$ cat src/rtl/gld_pkg.sv
`default_nettype none

package gld_pkg;

  // Default sizes of the grid and of one sample.
  localparam int DEF_MAX_ROWS    = 32;
  localparam int DEF_MAX_COLS    = 32;
  localparam int DEF_SAMPLE_BITS = 16;

  // Configuration port.
  localparam int CFG_IDX_W  = 2;
  localparam int CFG_DATA_W = 6;

  localparam logic [CFG_IDX_W-1:0] REG_GRID_ROWS = CFG_IDX_W'(0);
  localparam logic [CFG_IDX_W-1:0] REG_GRID_COLS = CFG_IDX_W'(1);

  localparam logic [CFG_DATA_W-1:0] GRID_SIZE_RST = CFG_DATA_W'(32);

  // Width of the reported row and column indexes.
  localparam int PEAK_IDX_W = 5;

  typedef enum logic [5:0] {
    ST_IDLE  = 6'b000001,
    ST_RD    = 6'b000010,
    ST_DEC   = 6'b000100,
    ST_BLOAD = 6'b001000,
    ST_BDEC  = 6'b010000,
    ST_FLUSH = 6'b100000
  } gld_state_e;

endpackage

`default_nettype wire

$ cat src/rtl/grid_local_max_detector.sv
`default_nettype none

// Streaming 4-neighbour local maximum finder. Samples of a grid_rows by grid_cols grid arrive
// in raster order on the sample channel; for every sample that is greater than or equal to
// each of its existing up, down, left and right neighbours the block returns its row and
// column on the peak channel, in raster order, with run_last marking the final result
// caused by one input beat. Neighbours outside the grid are not compared, so a one-row or
// one-column grid works as expected. Pixel (i,j) of a row before the last is decided when
// sample (i+1,j) arrives; the peaks of the last row follow as a burst after the final
// sample. A register size of zero acts as 1 and a size above MAX_ROWS or MAX_COLS acts as
// that maximum. Any write to a size register restarts the frame; the line buffers keep
// their contents. Each sample passes through ST_IDLE (read the two line buffers at the
// column), ST_RD (write them back and read the side neighbours) and ST_DEC (decide), since
// both buffers are single-read-port RAMs with a registered read; a new sample is taken only
// in ST_IDLE. The last-row burst after the final sample sweeps the buffers one column per
// cycle, but waits while a held-back result meets a full output register.
module grid_local_max_detector
  #(
  parameter int MAX_ROWS    = gld_pkg::DEF_MAX_ROWS,
  parameter int MAX_COLS    = gld_pkg::DEF_MAX_COLS,
  parameter int SAMPLE_BITS = gld_pkg::DEF_SAMPLE_BITS
) (
  input  logic                                clk_i,
  input  logic                                rst_ni,
  // Configuration write channel.
  input  logic                                cfg_valid_i,
  output logic                                cfg_ready_o,
  input  logic [gld_pkg::CFG_IDX_W-1:0]       cfg_index_i,
  input  logic [gld_pkg::CFG_DATA_W-1:0]      cfg_data_i,
  // Sample input channel.
  input  logic                                sample_valid_i,
  output logic                                sample_ready_o,
  input  logic signed [SAMPLE_BITS-1:0]       sample_i,
  // Peak result channel.
  output logic                                peak_valid_o,
  input  logic                                peak_ready_i,
  output logic [gld_pkg::PEAK_IDX_W-1:0]      peak_row_o,
  output logic [gld_pkg::PEAK_IDX_W-1:0]      peak_col_o,
  output logic                                run_last_o
);

  import gld_pkg::*;

  localparam int AW  = (MAX_COLS > 1) ? $clog2(MAX_COLS) : 1;
  localparam int RSW = $clog2(MAX_ROWS + 1);
  localparam int CSW = $clog2(MAX_COLS + 1);

  // Size registers and their clamped values.
  logic [CFG_DATA_W-1:0] grid_rows_q, grid_cols_q;
  logic [RSW-1:0]        rows_eff;
  logic [CSW-1:0]        cols_eff;
  logic                  cfg_hit;

  // Raster position.
  logic [RSW-1:0] row_cnt_q, row_cnt_d, pos_row, i_q;
  logic [CSW-1:0] col_cnt_q, col_cnt_d, pos_col, j_q;
  logic           pos_wrap, pos_last, pos_eol;
  logic           last_pix_q;
  logic           in_take;

  // Sequencer.
  gld_state_e     state_q, state_d;
  logic [CSW-1:0] k_q, k_d;

  // Sample and neighbour window. In the per-sample path c_q is the pixel being decided
  // and up_q its upper neighbour; in the burst left_q also holds the left neighbour.
  logic signed [SAMPLE_BITS-1:0] cur_q, c_q, up_q, left_q;
  logic signed [SAMPLE_BITS-1:0] new_rd_s, old_rd_s;
  logic                          win_load, win_adv;

  // Line buffer RAM ports.
  logic                   new_we, old_we;
  logic [AW-1:0]          new_waddr, old_waddr, new_raddr, old_raddr;
  logic [SAMPLE_BITS-1:0] new_wdata, old_wdata, new_rdata, old_rdata;

  // Peak decisions.
  logic dec_peak, bur_peak;

  // One result waits here until it is known whether it is the last of its beat.
  logic                  pend_valid_q, pend_valid_d;
  logic [PEAK_IDX_W-1:0] pend_row_q, pend_row_d, pend_col_q, pend_col_d;

  // Output register.
  logic                  out_valid_q, out_free, out_load;
  logic [PEAK_IDX_W-1:0] out_row_q, out_row_d, out_col_q, out_col_d;
  logic                  out_last_q, out_last_d;

  // ---------------------------------------------------------------------------------------
  // Configuration
  // ---------------------------------------------------------------------------------------

  assign cfg_ready_o = 1'b1;
  assign cfg_hit     = cfg_valid_i && cfg_ready_o &&
                       (cfg_index_i == REG_GRID_ROWS || cfg_index_i == REG_GRID_COLS);

  always_comb begin
    if (grid_rows_q == '0) begin
      rows_eff = RSW'(1);
    end else if (32'(grid_rows_q) > MAX_ROWS) begin
      rows_eff = RSW'(MAX_ROWS);
    end else begin
      rows_eff = RSW'(grid_rows_q);
    end
    if (grid_cols_q == '0) begin
      cols_eff = CSW'(1);
    end else if (32'(grid_cols_q) > MAX_COLS) begin
      cols_eff = CSW'(MAX_COLS);
    end else begin
      cols_eff = CSW'(grid_cols_q);
    end
  end

  // ---------------------------------------------------------------------------------------
  // Position of the incoming sample
  // ---------------------------------------------------------------------------------------

  // If the counters ever lie outside the grid in use, the frame restarts at the origin.
  assign pos_wrap = (row_cnt_q >= rows_eff) || (col_cnt_q >= cols_eff);
  assign pos_row  = pos_wrap ? '0 : row_cnt_q;
  assign pos_col  = pos_wrap ? '0 : col_cnt_q;
  assign pos_eol  = (pos_col + CSW'(1)) == cols_eff;
  assign pos_last = pos_eol && ((pos_row + RSW'(1)) == rows_eff);

  assign sample_ready_o = (state_q == ST_IDLE);
  assign in_take        = sample_valid_i && sample_ready_o;

  // ---------------------------------------------------------------------------------------
  // Line buffers: "newer" holds the most recent row, "older" the one above it.
  // ---------------------------------------------------------------------------------------

  gld_ram #(
    .WIDTH (SAMPLE_BITS),
    .DEPTH (MAX_COLS)
  ) u_newer_ram (
    .clk_i   (clk_i),
    .we_i    (new_we),
    .waddr_i (new_waddr),
    .wdata_i (new_wdata),
    .raddr_i (new_raddr),
    .rdata_o (new_rdata)
  );

  gld_ram #(
    .WIDTH (SAMPLE_BITS),
    .DEPTH (MAX_COLS)
  ) u_older_ram (
    .clk_i   (clk_i),
    .we_i    (old_we),
    .waddr_i (old_waddr),
    .wdata_i (old_wdata),
    .raddr_i (old_raddr),
    .rdata_o (old_rdata)
  );

  assign new_rd_s  = $signed(new_rdata);
  assign old_rd_s  = $signed(old_rdata);
  assign new_waddr = j_q[AW-1:0];
  assign old_waddr = j_q[AW-1:0];
  assign new_wdata = cur_q;
  assign old_wdata = new_rdata;

  // ---------------------------------------------------------------------------------------
  // Peak decisions
  // ---------------------------------------------------------------------------------------

  // Pixel (i-1, j): the read data here are its right neighbour (newer) and its left
  // neighbour (older, moved there by the previous sample), and the current sample is the
  // pixel below it.
  always_comb begin
    dec_peak = (i_q != '0) && (c_q >= cur_q);
    if ((32'(i_q) >= 32'd2) && (c_q < up_q)) begin
      dec_peak = 1'b0;
    end
    if ((j_q != '0) && (c_q < old_rd_s)) begin
      dec_peak = 1'b0;
    end
    if (((j_q + CSW'(1)) < cols_eff) && (c_q < new_rd_s)) begin
      dec_peak = 1'b0;
    end
  end

  // Last-row pixel k: the read data are the column to its right.
  always_comb begin
    bur_peak = 1'b1;
    if ((rows_eff != RSW'(1)) && (c_q < up_q)) begin
      bur_peak = 1'b0;
    end
    if ((k_q != '0) && (c_q < left_q)) begin
      bur_peak = 1'b0;
    end
    if (((k_q + CSW'(1)) < cols_eff) && (c_q < new_rd_s)) begin
      bur_peak = 1'b0;
    end
  end

  // ---------------------------------------------------------------------------------------
  // Sequencer
  // ---------------------------------------------------------------------------------------

  assign out_free = !out_valid_q || peak_ready_i;

  always_comb begin
    state_d      = state_q;
    row_cnt_d    = row_cnt_q;
    col_cnt_d    = col_cnt_q;
    k_d          = k_q;
    pend_valid_d = pend_valid_q;
    pend_row_d   = pend_row_q;
    pend_col_d   = pend_col_q;
    out_load     = 1'b0;
    out_row_d    = pend_row_q;
    out_col_d    = pend_col_q;
    out_last_d   = 1'b0;
    new_we       = 1'b0;
    old_we       = 1'b0;
    new_raddr    = pos_col[AW-1:0];
    old_raddr    = pos_col[AW-1:0];
    win_load     = 1'b0;
    win_adv      = 1'b0;

    case (state_q)
      ST_IDLE: begin
        // The column of the incoming sample is read from both buffers.
        if (in_take) begin
          if (pos_last) begin
            row_cnt_d = '0;
            col_cnt_d = '0;
          end else if (pos_eol) begin
            row_cnt_d = pos_row + RSW'(1);
            col_cnt_d = '0;
          end else begin
            row_cnt_d = pos_row;
            col_cnt_d = pos_col + CSW'(1);
          end
          state_d = ST_RD;
        end
      end

      ST_RD: begin
        // Shift the column down one row and fetch the side neighbours.
        new_we    = 1'b1;
        old_we    = 1'b1;
        win_load  = 1'b1;
        new_raddr = AW'(32'(j_q) + 32'd1);
        old_raddr = AW'(32'(j_q) - 32'd1);
        state_d   = ST_DEC;
      end

      ST_DEC: begin
        new_raddr = '0;
        old_raddr = '0;
        if (dec_peak) begin
          if (last_pix_q || !out_free) begin
            pend_valid_d = 1'b1;
            pend_row_d   = PEAK_IDX_W'(32'(i_q) - 32'd1);
            pend_col_d   = PEAK_IDX_W'(32'(j_q));
          end else begin
            out_load   = 1'b1;
            out_row_d  = PEAK_IDX_W'(32'(i_q) - 32'd1);
            out_col_d  = PEAK_IDX_W'(32'(j_q));
            out_last_d = 1'b1;
          end
        end
        if (last_pix_q) begin
          state_d = ST_BLOAD;
        end else if (dec_peak && !out_free) begin
          state_d = ST_FLUSH;
        end else begin
          state_d = ST_IDLE;
        end
      end

      ST_BLOAD: begin
        // Column zero arrives; column one is requested.
        win_load  = 1'b1;
        k_d       = '0;
        new_raddr = AW'(32'd1);
        old_raddr = AW'(32'd1);
        state_d   = ST_BDEC;
      end

      ST_BDEC: begin
        if (bur_peak && pend_valid_q && !out_free) begin
          // Hold the read address so the neighbour data stay in place.
          new_raddr = AW'(32'(k_q) + 32'd1);
          old_raddr = AW'(32'(k_q) + 32'd1);
        end else begin
          new_raddr = AW'(32'(k_q) + 32'd2);
          old_raddr = AW'(32'(k_q) + 32'd2);
          win_adv   = 1'b1;
          k_d       = k_q + CSW'(1);
          if (bur_peak) begin
            out_load     = pend_valid_q;
            pend_valid_d = 1'b1;
            pend_row_d   = PEAK_IDX_W'(32'(i_q));
            pend_col_d   = PEAK_IDX_W'(32'(k_q));
          end
          if ((k_q + CSW'(1)) == cols_eff) begin
            state_d = ST_FLUSH;
          end
        end
      end

      ST_FLUSH: begin
        // The result still held back is the last one of this beat.
        if (!pend_valid_q) begin
          state_d = ST_IDLE;
        end else if (out_free) begin
          out_load     = 1'b1;
          out_last_d   = 1'b1;
          pend_valid_d = 1'b0;
          state_d      = ST_IDLE;
        end
      end

      default: begin
        state_d = ST_IDLE;
      end
    endcase

    // A write to a size register starts a new frame.
    if (cfg_hit) begin
      row_cnt_d = '0;
      col_cnt_d = '0;
    end
  end

  // ---------------------------------------------------------------------------------------
  // Registers
  // ---------------------------------------------------------------------------------------

  always_ff @(posedge clk_i or negedge rst_ni) begin
    if (!rst_ni) begin
      state_q      <= ST_IDLE;
      grid_rows_q  <= GRID_SIZE_RST;
      grid_cols_q  <= GRID_SIZE_RST;
      row_cnt_q    <= '0;
      col_cnt_q    <= '0;
      pend_valid_q <= 1'b0;
      out_valid_q  <= 1'b0;
    end else begin
      state_q      <= state_d;
      row_cnt_q    <= row_cnt_d;
      col_cnt_q    <= col_cnt_d;
      pend_valid_q <= pend_valid_d;
      if (cfg_valid_i && cfg_ready_o && cfg_index_i == REG_GRID_ROWS) begin
        grid_rows_q <= cfg_data_i;
      end
      if (cfg_valid_i && cfg_ready_o && cfg_index_i == REG_GRID_COLS) begin
        grid_cols_q <= cfg_data_i;
      end
      if (out_load) begin
        out_valid_q <= 1'b1;
      end else if (peak_ready_i) begin
        out_valid_q <= 1'b0;
      end
    end
  end

  always_ff @(posedge clk_i) begin
    if (in_take) begin
      cur_q      <= sample_i;
      i_q        <= pos_row;
      j_q        <= pos_col;
      last_pix_q <= pos_last;
    end
    if (win_load || win_adv) begin
      c_q  <= new_rd_s;
      up_q <= old_rd_s;
    end
    if (win_adv) begin
      left_q <= c_q;
    end
    k_q        <= k_d;
    pend_row_q <= pend_row_d;
    pend_col_q <= pend_col_d;
    if (out_load) begin
      out_row_q  <= out_row_d;
      out_col_q  <= out_col_d;
      out_last_q <= out_last_d;
    end
  end

  assign peak_valid_o = out_valid_q;
  assign peak_row_o   = out_row_q;
  assign peak_col_o   = out_col_q;
  assign run_last_o   = out_last_q;

  // ---------------------------------------------------------------------------------------
  // Assertions
  // ---------------------------------------------------------------------------------------

  // Every held-back result has left before the next sample can be taken.
  a_pend_empty_idle: assert property (@(posedge clk_i) disable iff (!rst_ni)
    state_q == ST_IDLE |-> !pend_valid_q)
    else $error("pending result left over in idle");

  // A size register write restarts the frame.
  a_cfg_restart: assert property (@(posedge clk_i) disable iff (!rst_ni)
    cfg_hit |=> (row_cnt_q == '0) && (col_cnt_q == '0))
    else $error("size write did not restart the frame");

  // The raster counters never leave the grid in use.
  a_pos_in_grid: assert property (@(posedge clk_i) disable iff (!rst_ni)
    (row_cnt_q < rows_eff) && (col_cnt_q < cols_eff))
    else $error("raster position outside the grid");

endmodule

`default_nettype wire

$ cat src/rtl/gld_ram.sv
`default_nettype none

module gld_ram #(
  parameter int WIDTH = gld_pkg::DEF_SAMPLE_BITS,
  parameter int DEPTH = gld_pkg::DEF_MAX_COLS,
  localparam int AW   = (DEPTH > 1) ? $clog2(DEPTH) : 1
) (
  input  logic             clk_i,
  input  logic             we_i,
  input  logic [AW-1:0]    waddr_i,
  input  logic [WIDTH-1:0] wdata_i,
  input  logic [AW-1:0]    raddr_i,
  output logic [WIDTH-1:0] rdata_o
);

  logic [WIDTH-1:0] mem_q [DEPTH];
  logic [WIDTH-1:0] rdata_q;

  always_ff @(posedge clk_i) begin
    if (we_i) begin
      mem_q[waddr_i] <= wdata_i;
    end
    rdata_q <= mem_q[raddr_i];
  end

  assign rdata_o = rdata_q;

endmodule

`default_nettype wire
$ cat config.mk
export PLATFORM = sky130hd
export DESIGN_NAME = grid_local_max_detector
export DESIGN_NICKNAME = d
export VERILOG_FILES = /design/src/rtl/gld_pkg.sv /design/src/rtl/grid_local_max_detector.sv /design/src/rtl/gld_ram.sv
export SDC_FILE = /design/constraint.sdc
export NUM_CORES = 2
export LEC_CHECK = 0
export ABC_CLOCK_PERIOD_IN_PS = 9250
export BUFFER_PORTS_ARGS = -buffer_cell sky130_fd_sc_hd__buf_2
export CORE_MARGIN = 4
export CORE_UTILIZATION = 30
export DETAILED_ROUTE_END_ITERATION = 10
export GPL_ROUTABILITY_DRIVEN = 1
export PLACE_DENSITY = 0.52
export SYNTH_ARGS = -nofsm -noshare
export SYNTH_HDL_FRONTEND = slang
export SYNTH_HIERARCHICAL = 1
export SYNTH_SLANG_ARGS = --single-unit
$ cat constraint.sdc
create_clock -name clk_i -period 9.25 [get_ports clk_i]
set_clock_uncertainty 0.15 [all_clocks]
set_input_delay 0.925 -clock clk_i [delete_from_list [all_inputs] [get_ports clk_i]]
set_output_delay 0.925 -clock clk_i [all_outputs]
set_load 0.02 [all_outputs]
==> impl_metrics.py <==
metrics = {
    "status": {
        "status": "finished, final reports clean",
    },
    "timing": {
        "fin_setup_tns_ns": 0,
        "slew_viol_final": 0,
        "fmax_ghz": 0.169,
        "final_hold_viol_count": 0,
        "relSlewSlack_pct": 13.8,
        "worst_pin_slew_ns": 1.29,
        "period_share_pct": 64.0,
        "setup_viol": 0,
        "rsz0062_at_grt": "no",
        "fin_crit_ns": 5.92,
    },
    "synthesis": {
        "syn_nets": 3254,
        "yosysWarnings": 6,
        "yosys.area.top_type": "edfxtp_1",
        "synth.distinct_cells": 88,
        "syn_area_per_cell_sq_um": 16.0,
        "syn_area_sq_um": 49900,
        "seq_area_frac_synth_pct": 70.8,
        "synth-main-ff-cell": "edfxtp_1",
        "synth_area_leaders": "edfxtp_1, mux2i_1, ha_1",
        "synth_edf_count": 1128,
        "synth_top_area_share_pct": 67.9,
        "syn_inst": 3116,
        "synthArstFlopShare_pct": 2.68,
        "synth_seq_cells": 1192,
    },
    "power": {
        "vdd_drop_max_mv": 0.326,
        "total_power_w": 0.0170,
        "p_leak_nw": 19.1,
        "p_per_area_nw_per_um2": 299,
    },
    "die": {
        "rows": 149,
        "initial_core_util_pct": 30.2,
        "ios": 43,
        "die_height_microns": 416,
        "die_w_microns": 416,
        "coreArea_sq_um": 165000,
        "die_area_sq_um": 173000,
    },
    "drt": {
        "ant_nets": 0,
        "detail_route.first_pass.iterations": 5,
        "wl_microns": 131000,
        "vias": 27700,
        "viasPerCell": 4.99,
        "drc": 0,
        "wire_per_inst_microns": 23.5,
        "drtIter0Drc": 2289,
    },
    "layout": {
        "fin_util_pct": 34.5,
        "area_growth_pct": 14.1,
        "fill_cells": 15900,
        "fin_nets": 3392,
        "layout-drive-gt1-share_pct": 12.9,
    },
    "worst_setup_path": {
        "timing.rr.end": "u_newer_ram/rdata_o[12]",
        "cp-endpoint": "u_newer_ram/rdata_o[12]",
        "critPathLaunch": "u_newer_ram/rdata_o[11]",
        "ff2ff_path_depth": 17,
        "worstPathArrival_ns": 6.38,
        "cp.required_ns": 9.71,
        "worstSetupPathType": "reg2reg",
        "r2r_slack_ns": 3.33,
        "worstSetupStartpointType": "register",
        "reg2reg_from": "u_newer_ram/rdata_o[11]",
        "critPathMaxFanout": 43,
        "end_kind": "register",
    },
    "global_route": {
        "grt_use_total_pct": 14.8,
        "grt_pass1_vias": 27300,
        "grt_pass1_wl_microns": 190000,
        "grt_max_degree": 113,
        "grt_overflow": 0,
        "antenna_found_initial": 3,
    },
    "cts": {
        "cts_tree": "built",
        "ctsResizeCount": 0,
        "htreeDepth": 4,
        "post-cts-setup-buffers": 0,
        "clock_sinks": 1192,
        "root_buffer": "clkbuf_16",
        "holdBufCountCts": 0,
        "clock_path_buffers": 3,
        "cts.clk_slew.worst_paths_ns": 0.06,
        "worstSkewPairLatency_ns": 0.75,
        "cts_inserted_buffers": 131,
    },
    "place": {
        "dp_hpwl_microns": 77600,
        "port_buffers": 41,
        "place_congestion": 0.782,
    },
    "hold_path": {
        "min_path_type": "in2async",
    },
    "run": {
        "max-cap-violations": 0,
    },
}
## layout make-up
| cell class | instances | area [sq um] | area share, % |
|---|---|---|---|
| sequential | 1192 | 35300 | 62.0 |
| multi-input combinational | 1669 | 13100 | 23.1 |
| clock buffer | 174 | 3590 | 6.31 |
| tap | 2189 | 2740 | 4.81 |
| timing repair buffer | 160 | 1150 | 2.02 |
| clock inverter | 61 | 629 | 1.10 |
| inverter | 100 | 375 | 0.659 |
| antenna | 3 | 7.51 | 0.0132 |
## cell families after synthesis
kind of cell	count (synthesis)	share of synthesized area, %
fa+ha+maj	109	2.73
compound gates	432	6.12
other cells	1	0.00751
simple gates	544	5.45
xor+xnor	38	0.740
buf+inv	255	3.11
mux	545	11.1
flops	1192	70.8
## synthesized netlist by cell type (12+ instances only)
| cell type | n |
|---|---|
| and2_1 | 14 |
| clkbuf_1 | 37 |
| nor2b_1 | 16 |
| o21ai_0 | 19 |
| xor2_1 | 14 |
| ha_1 | 109 |
| nand3_1 | 97 |
| mux2i_1 | 519 |
| nand4_1 | 47 |
| a31oi_1 | 38 |
| a22o_1 | 64 |
| nor2_1 | 112 |
| edfxtp_1 | 1128 |
| nand2b_1 | 22 |
| buf_4 | 39 |
| buf_8 | 12 |
| mux2_2 | 17 |
| buf_2 | 42 |
| buf_6 | 13 |
| nand2_1 | 134 |
| dfrtp_1 | 29 |
| nor3_1 | 42 |
| xnor2_1 | 21 |
| dfxtp_1 | 32 |
| inv_1 | 99 |
| a21oi_1 | 103 |
| a22oi_1 | 134 |
## how the worst min path moves through the flow
stage,start,endpoint,slack (ns),depth (start not counted)
6_report,rst_ni,grid_rows_q[4],0.1,1
5_1_grt,rst_ni,grid_rows_q[0],0.13,1
4_1_cts,rst_ni,grid_rows_q[4],0.07,1
3_5_place_dp,u_older_ram/rdata_o[12],up_q[12],0.35,0
3_3_place_gp,u_older_ram/rdata_o[12],up_q[12],0.35,0
2_1_floorplan,u_older_ram/rdata_o[10],up_q[10],0.26,0
## layout by cell type (no fill, tap or decap), drive strengths merged, types with 10 or more instances in the layout
master,synthesis,final
xnor2,22,22
clkbuf,37,174
nor3,42,42
nand4,47,47
o21ai,19,19
nor2b,16,16
nand3b,11,11
buf,118,160
nand2,135,135
nand2b,22,22
a21oi,103,103
a31oi,38,38
inv,99,104
mux2i,519,519
dfxtp,32,32
nor2,115,115
ha,109,109
a22o,65,65
xor2,14,14
clkinv,1,44
dfrtp,29,29
edfxtp,1128,1128
and2,16,16
mux2,26,26
nand3,98,98
bufinv,0,10
a22oi,134,134
## where the power goes
| group | internal [W] | leakage, nW | total, W | switching, W |
|---|---|---|---|---|
| sequential | 0.00662 | 10.8 | 0.00684 | 0.000229 |
| clock | 0.00302 | 2.06 | 0.00515 | 0.00213 |
| combinational | 0.00177 | 6.24 | 0.00502 | 0.00325 |
| total | 0.0114 | 19.1 | 0.0170 | 0.00561 |
## registers in the layout (all words and copies together), names as in the netlist, 16 cells and up
signal	cells
c_q	16
cur_q	16
left_q	16
u_newer_ram/mem_q	512
u_newer_ram/rdata_o	16
u_older_ram/mem_q	512
u_older_ram/rdata_o	16
up_q	16
## layer usage
layer	wire (microns)	share of wire [%]	global-route usage (%)	vias to the layer above
met5	0	0	0	-
met4	2410	1.8	4.17	0
met3	6570	5.0	2.10	155
met2	61100	47	23.6	751
met1	60600	46	21.1	14300
li1	-	-	-	12400
## critical path: stages, from the launching register on
cell and delay (ns):
dfxtp_1 0.34, buf_4 0.34, inv_1 0.09, ha_1 0.30, and3_1 0.17, nand3_1 0.09, or4_1 0.52, a31oi_1 0.45
o311ai_1 0.20, nor3_1 0.16, buf_4 0.23, mux2i_1 0.25, nand3_1 0.28, nor2b_4 0.66, buf_4 0.71, a22oi_1 0.27
a31oi_1 0.37, nand3_1 0.11
## through the flow
| step | hold slack [ns] | instance area (sq um) | setup WS, ns | instances |
|---|---|---|---|---|
| finish | 0.0973 | 57000 | 3.33 | 5548 |
| global route | 0.132 | 57000 | 2.96 | 5545 |
| CTS | 0.0707 | 57000 | 3.36 | 5545 |
| detailed placement | 0.346 | 52700 | 3.41 | 5310 |
| global placement | 0.352 | 52700 | 3.44 | 5310 |
| floorplan | 0.258 | 49900 | 4.26 | 3116 |
Power figures use the tool's default switching activity.
